$ cat src/sv/ptrp_pkg.sv
package ptrp_pkg;

    localparam int MAX_PLANES = 64;
    localparam int IDX_W      = $clog2(MAX_PLANES);
    localparam int CNT_W      = IDX_W + 1;

    typedef enum logic [2:0] {
        KIND_ADD      = 3'd0,
        KIND_SELECT   = 3'd1,
        KIND_DESELECT = 3'd2,
        KIND_DRAG     = 3'd3,
        KIND_PICK     = 3'd4
    } kind_t;

    typedef enum logic [2:0] {
        ST_IDLE,
        ST_DRAG_RD,
        ST_DRAG_WR,
        ST_PICK_MUL,
        ST_PICK_RD,
        ST_PICK_TEST,
        ST_OUT
    } state_t;

    // Saturate a 34-bit signed sum to 32 bits.
    function automatic logic [31:0] sat32(input logic signed [33:0] v);
        logic signed [33:0] max_v;
        logic signed [33:0] min_v;
        max_v = 34'sh0_7FFF_FFFF;
        min_v = -34'sh0_8000_0000;
        if (v > max_v)
            sat32 = 32'h7FFF_FFFF;
        else if (v < min_v)
            sat32 = 32'h8000_0000;
        else
            sat32 = v[31:0];
    endfunction

endpackage

$ cat src/sv/ptrp_axis.sv
// One axis of the pick test: |(o - off)*dz - ozd| <= bound.
// The product (o - off)*dz is registered before the compare.
module ptrp_axis
(
    input  logic               clk,
    input  logic signed [31:0] o,
    input  logic signed [31:0] off,
    input  logic signed [31:0] dz,
    input  logic signed [64:0] ozd,
    input  logic        [63:0] bound,
    output logic               in_box
);
    import ptrp_pkg::*;

    logic signed [32:0] a;
    logic signed [65:0] prod_reg;
    logic signed [66:0] diff;
    logic        [66:0] mag;

    assign a = 33'(o) - 33'(off);

    always_ff @(posedge clk)
    begin
        prod_reg <= 66'(a) * 66'(dz);
    end

    assign diff   = 67'(prod_reg) - 67'(ozd);
    assign mag    = diff[66] ? 67'(-diff) : 67'(diff);
    assign in_box = (mag <= 67'(bound));
endmodule

$ cat config.mk
export PLATFORM = sky130hd
export DESIGN_NAME = ptrp_axis
export DESIGN_NICKNAME = d
export VERILOG_FILES = /design/src/sv/ptrp_pkg.sv /design/src/sv/ptrp_axis.sv
export SDC_FILE = /design/constraint.sdc
export NUM_CORES = 2
export LEC_CHECK = 0
export ABC_AREA = 0
export BUFFER_PORTS_ARGS = -buffer_cell sky130_fd_sc_hd__buf_2
export CAP_MARGIN = 0
export CORE_ASPECT_RATIO = 2
export CORE_UTILIZATION = 60
export CTS_BUF_LIST = sky130_fd_sc_hd__clkbuf_8 sky130_fd_sc_hd__clkbuf_16
export DETAILED_ROUTE_END_ITERATION = 8
export GPL_TIMING_DRIVEN = 0
export PLACE_DENSITY = 0.85
export SLEW_MARGIN = 20
export SYNTH_ARGS = -nofsm -noshare
export SYNTH_HDL_FRONTEND = slang
export SYNTH_SLANG_ARGS = --single-unit
export TNS_END_PERCENT = 1
$ cat constraint.sdc
create_clock -name clk -period 12 [get_ports clk]
set_input_delay 1.8 -clock clk [delete_from_list [all_inputs] [get_ports clk]]
set_output_delay 1.8 -clock clk [all_outputs]
set_load 0.005 [all_outputs]
==> results of run 1 <==
stage by stage:
step	TNS, ns	setup slack [ns]	area, um2	hold WS [ns]
4_1_cts	-0.0349	-0.0349	53400	1.92
3_5_place_dp	-81.67	-3.56	51700	2.30
3_3_place_gp	-83.60	-3.40	51700	2.28
2_1_floorplan	0	0.0126	49400	1.93
cells by family after synthesis:
family	Yosys count
xor+xnor	197
simple gates	1707
flops	65
compound gates	663
mux	73
fa+ha+maj	1462
buf+inv	1570
layer usage:
| layer | GRT usage [%] | overflow |
|---|---|---|
| met5 | 19.6 | 0 |
| met3 | 55.3 | 8 |
| met2 | 98.9 | 1317 |
| met1 | 73.5 | 3 |
| met4 | 78.1 | 588 |
repair_timing:
item                       in CTS
resized for setup             223
pin swaps                      56
setup buffers                  52
setup endpoints to repair      39
==> flow_summary.json, run 1 <==
{
  "synth_warnings": 0,
  "synth_top_area_share_pct": 45.2,
  "gp_congestion": 1.16,
  "synth_seq_cells": 65,
  "synthCells": 5737,
  "synth_compound_area_share_pct": 8.90,
  "rows": 148,
  "ys_async_sr_fraction_pct": 0,
  "synthXorXnorAreaFrac_pct": 3.49,
  "grt_max_degree": 23,
  "syn_nets": 7425,
  "initial_utilization_pct": 60.6,
  "io_pins": 227,
  "cts_made_buffers": 9,
  "synth-simple-area-share_pct": 17.4,
  "synth_cell_types": 98,
  "die_w_um": 205,
  "synth_ff_type": "dfxtp_1",
  "portBuffers": 203,
  "outcome": "stopped before the end",
  "clock-sinks": 65,
  "dpl.hpwl_um": 199000,
  "clock_path_buffers": 2,
  "synth_top_cells_by_count": "1290 x inv_1, 1114 x fa_1, 694 x nand2_1",
  "synth-adder-area-share_pct": 54.0,
  "synthTopCellsByArea": "fa_1 45%, inv_1 9.8%, ha_1 8.8%",
  "stop_error": "[ERROR GRT-0116] Global routing finished with congestion. Check the congestion regions in the DRC Viewer.",
  "synth_edf_count": 0,
  "ys_seq_area_share_pct": 2.64,
  "dp.cells": 6991,
  "htree_num_levels": 3,
  "synth_mux_area_share_pct": 1.55,
  "syn_avg_cell_area_um2": 8.61,
  "synth_top_family_by_area": "adder cells",
  "cts.hold.buffers_added": 0,
  "root_buffer": "clkbuf_16",
  "synth_area_um2": 49400,
  "grt_first_pass_wirelength_um": 470000,
  "yosysMostFrequentCell": "inv_1",
  "lastStage": "global routing (5_1_grt)",
  "globalRouteOverflowTotal": 1916,
  "die_h_um": 408,
  "grt.total_usage_pct": 76.2,
  "yosysTopAreaCell": "fa_1",
  "grt_pass1_vias": 58126
}
==> run 2, diff against run 1 <==
--- a/config.mk
+++ b/config.mk
@@ -8,12 +8,10 @@
 export ABC_AREA = 0
 export BUFFER_PORTS_ARGS = -buffer_cell sky130_fd_sc_hd__buf_2
 export CAP_MARGIN = 0
-export CORE_ASPECT_RATIO = 2
-export CORE_UTILIZATION = 60
-export CTS_BUF_LIST = sky130_fd_sc_hd__clkbuf_8 sky130_fd_sc_hd__clkbuf_16
+export CORE_UTILIZATION = 40
 export DETAILED_ROUTE_END_ITERATION = 8
 export GPL_TIMING_DRIVEN = 0
-export PLACE_DENSITY = 0.85
+export PLACE_DENSITY_LB_ADDON = 0.15
 export SLEW_MARGIN = 20
 export SYNTH_ARGS = -nofsm -noshare
 export SYNTH_HDL_FRONTEND = slang
==> constraint.sdc (replaced) <==
create_clock -name clk -period 15.6 [get_ports clk]
set_input_delay 2.34 -clock clk [delete_from_list [all_inputs] [get_ports clk]]
set_output_delay 2.34 -clock clk [all_outputs]
set_load 0.005 [all_outputs]
==> flow_summary.json, run 2 <==
{
  "startpoint": "o[0]",
  "drt_iter0_markers": 3021,
  "clock_path_buffers": 2,
  "hold_class": "input pin to flip-flop",
  "dpl.hpwl_um": 162000,
  "start_kind": "input pin",
  "drtAntennaViolNets": 0,
  "routedWlPerCell_um": 24.9,
  "rows": 128,
  "synth_edf_count": 0,
  "cts-resized-gates": 2,
  "wirelength_um": 189000,
  "yosysMostFrequentCell": "inv_1",
  "fin_util_pct": 43.3,
  "core_um2": 122000,
  "grt_first_pass_wirelength_um": 278000,
  "synth_area_um2": 49400,
  "clock-sinks": 65,
  "syn_nets": 7425,
  "synth_cell_types": 98,
  "cts_made_buffers": 9,
  "drtPass1Iterations": 6,
  "grt_pass1_vias": 42295,
  "route.detailed.drc": 0,
  "grt_max_degree": 22,
  "synthTopCellsByArea": "fa_1 45%, inv_1 9.8%, ha_1 8.8%",
  "io_pins": 227,
  "die_w_um": 353,
  "cts.hold.buffers_added": 0,
  "synth_warnings": 0,
  "synthCells": 5737,
  "synth_seq_cells": 65,
  "slew_headroom_pct": 11.7,
  "largest_reg_flops": 65,
  "root_buffer": "clkbuf_16",
  "crit_top_cell": "fa_1",
  "crit_slowest_cell": "fa_1",
  "layout-drive-gt1-share_pct": 5.59,
  "nNetsFinal": 7641,
  "portBuffers": 203,
  "cts_tree": "yes",
  "areaGrowthSynthToFinish_pct": 7.00,
  "finalCritPeriodShare_pct": 96.2,
  "grt.total_usage_pct": 30.7,
  "ys_seq_area_share_pct": 2.64,
  "gp_congestion": 1.04,
  "hold_ws_ns": 2.54,
  "period_minus_slack_ns": 15.01,
  "antenna_found_initial": 18,
  "synth_top_area_share_pct": 45.2,
  "drv_slew": 0,
  "die_h_um": 353,
  "clkTransAtPathRegs_ns": 0.06,
  "vias_per_cell": 5.27,
  "synth_top_cells_by_count": "1290 x inv_1, 1114 x fa_1, 694 x nand2_1",
  "crit_path_end": "prod_reg[62]",
  "finalSetupTns_ns": 0,
  "dieArea_um2": 125000,
  "ys_async_sr_fraction_pct": 0,
  "final_hold_viol_count": 0,
  "initial_utilization_pct": 40.5,
  "fmax_ghz": 0.0666,
  "critPathMaxFanout": 10,
  "syn_avg_cell_area_um2": 8.61,
  "outcome": "finished, final reports clean",
  "crit_type": "input pin to flip-flop",
  "slowest_delay_ns": 0.80,
  "crit_required_ns": 15.76,
  "globalRouteOverflowTotal": 0,
  "max_cap_viol_count": 0,
  "final_cell_mix": "1290 x inv_1, 1112 x fa_1, 694 x nand2_1, 433 x and2_1, 348 x ha_1",
  "worst_pin_slew_ns": 1.32,
  "cp-end-kind": "flip-flop",
  "cts_setup_buffers": 0,
  "final_common_cell": "inv_1",
  "synth_ff_type": "dfxtp_1",
  "rsz0062_at_grt": "false",
  "finalSetupViolations": 0,
  "vias": 40032,
  "yosysTopAreaCell": "fa_1",
  "htree_num_levels": 3,
  "cp_data_arrival_time_ns": 15.17
}
-- run 2: cell counts after synthesis --
No cell type changed its count.
-- run 2: how the worst min path moves through the flow --
stage / cells past startpoint / from / end / slack, ns
6_report: 2 / dz[0] / prod_reg[0] / 2.54
5_1_grt: 2 / dz[0] / prod_reg[0] / 2.52
4_1_cts: 2 / dz[0] / prod_reg[0] / 2.50
3_5_place_dp: 2 / dz[0] / prod_reg[0] / 2.87
3_3_place_gp: 2 / dz[0] / prod_reg[0] / 2.86
2_1_floorplan: 1 / dz[0] / prod_reg[0] / 2.47
-- run 2: worst max-delay path: cells and delay by family --
kind | cells | cell delay [ns]
buffers and inverters | 8 | 1.09
adders and majority gates | 11 | 5.53
and+or+nand+nor | 5 | 1.00
AOI/OAI and AO/OA | 15 | 3.99
xor gates and xnor gates | 2 | 1.18
-- run 2: kinds of logic (layout without fill, tap and decap cells) --
group / after synthesis / count (layout) / share of synthesized area, %
AO/OA/AOI/OAI: 663 / 663 / 8.90
multiplexers: 73 / 73 / 1.55
buffers and inverters: 1570 / 1791 / 12.0
flip-flops: 65 / 65 / 2.64
AND/OR/NAND/NOR: 1707 / 1707 / 17.4
other: 0 / 9 / 0
adder cells (fa/ha/maj): 1462 / 1462 / 54.0
XOR/XNOR: 197 / 197 / 3.49
-- run 2: layout make-up --
| type | count | area [um2] |
|---|---|---|
| tap | 1625 | 2030 |
| fill | 12521 | 69200 |
| timing repair buffer | 205 | 1050 |
| clock inverter | 6 | 42.5 |
| sequential | 65 | 1300 |
| antenna | 9 | 22.5 |
| multi-input combinational | 4102 | 42200 |
| buffer | 280 | 1090 |
| clock buffer | 10 | 239 |
| inverter | 1290 | 4840 |
-- run 2: routing by layer --
layer	wire (um)	track usage (%)	part of all wire, %	vias up
met3	16300	6.05	8.6	309
li1	-	-	-	17823
met4	8510	11.7	4.5	4
met2	85300	49.3	45	1681
met1	79000	41.0	42	20215
met5	27	0	0.014	-
-- run 2: stage by stage --
stage | instances | cell area, um2 | worst slack (ns)
after detailed placement | 7567 | 52500 | -0.457
after floorplan | 5737 | 49400 | 2.94
after global routing | 7584 | 52800 | 0.00679
after global placement | 7565 | 52400 | -1.07
final | 7592 | 52800 | 0.589
after CTS | 7583 | 52800 | 0.105
Power of run 2 is left out: the tool's default activity adds up to more than one toggle a clock period on the data nets, which glitch-free logic cannot reach.
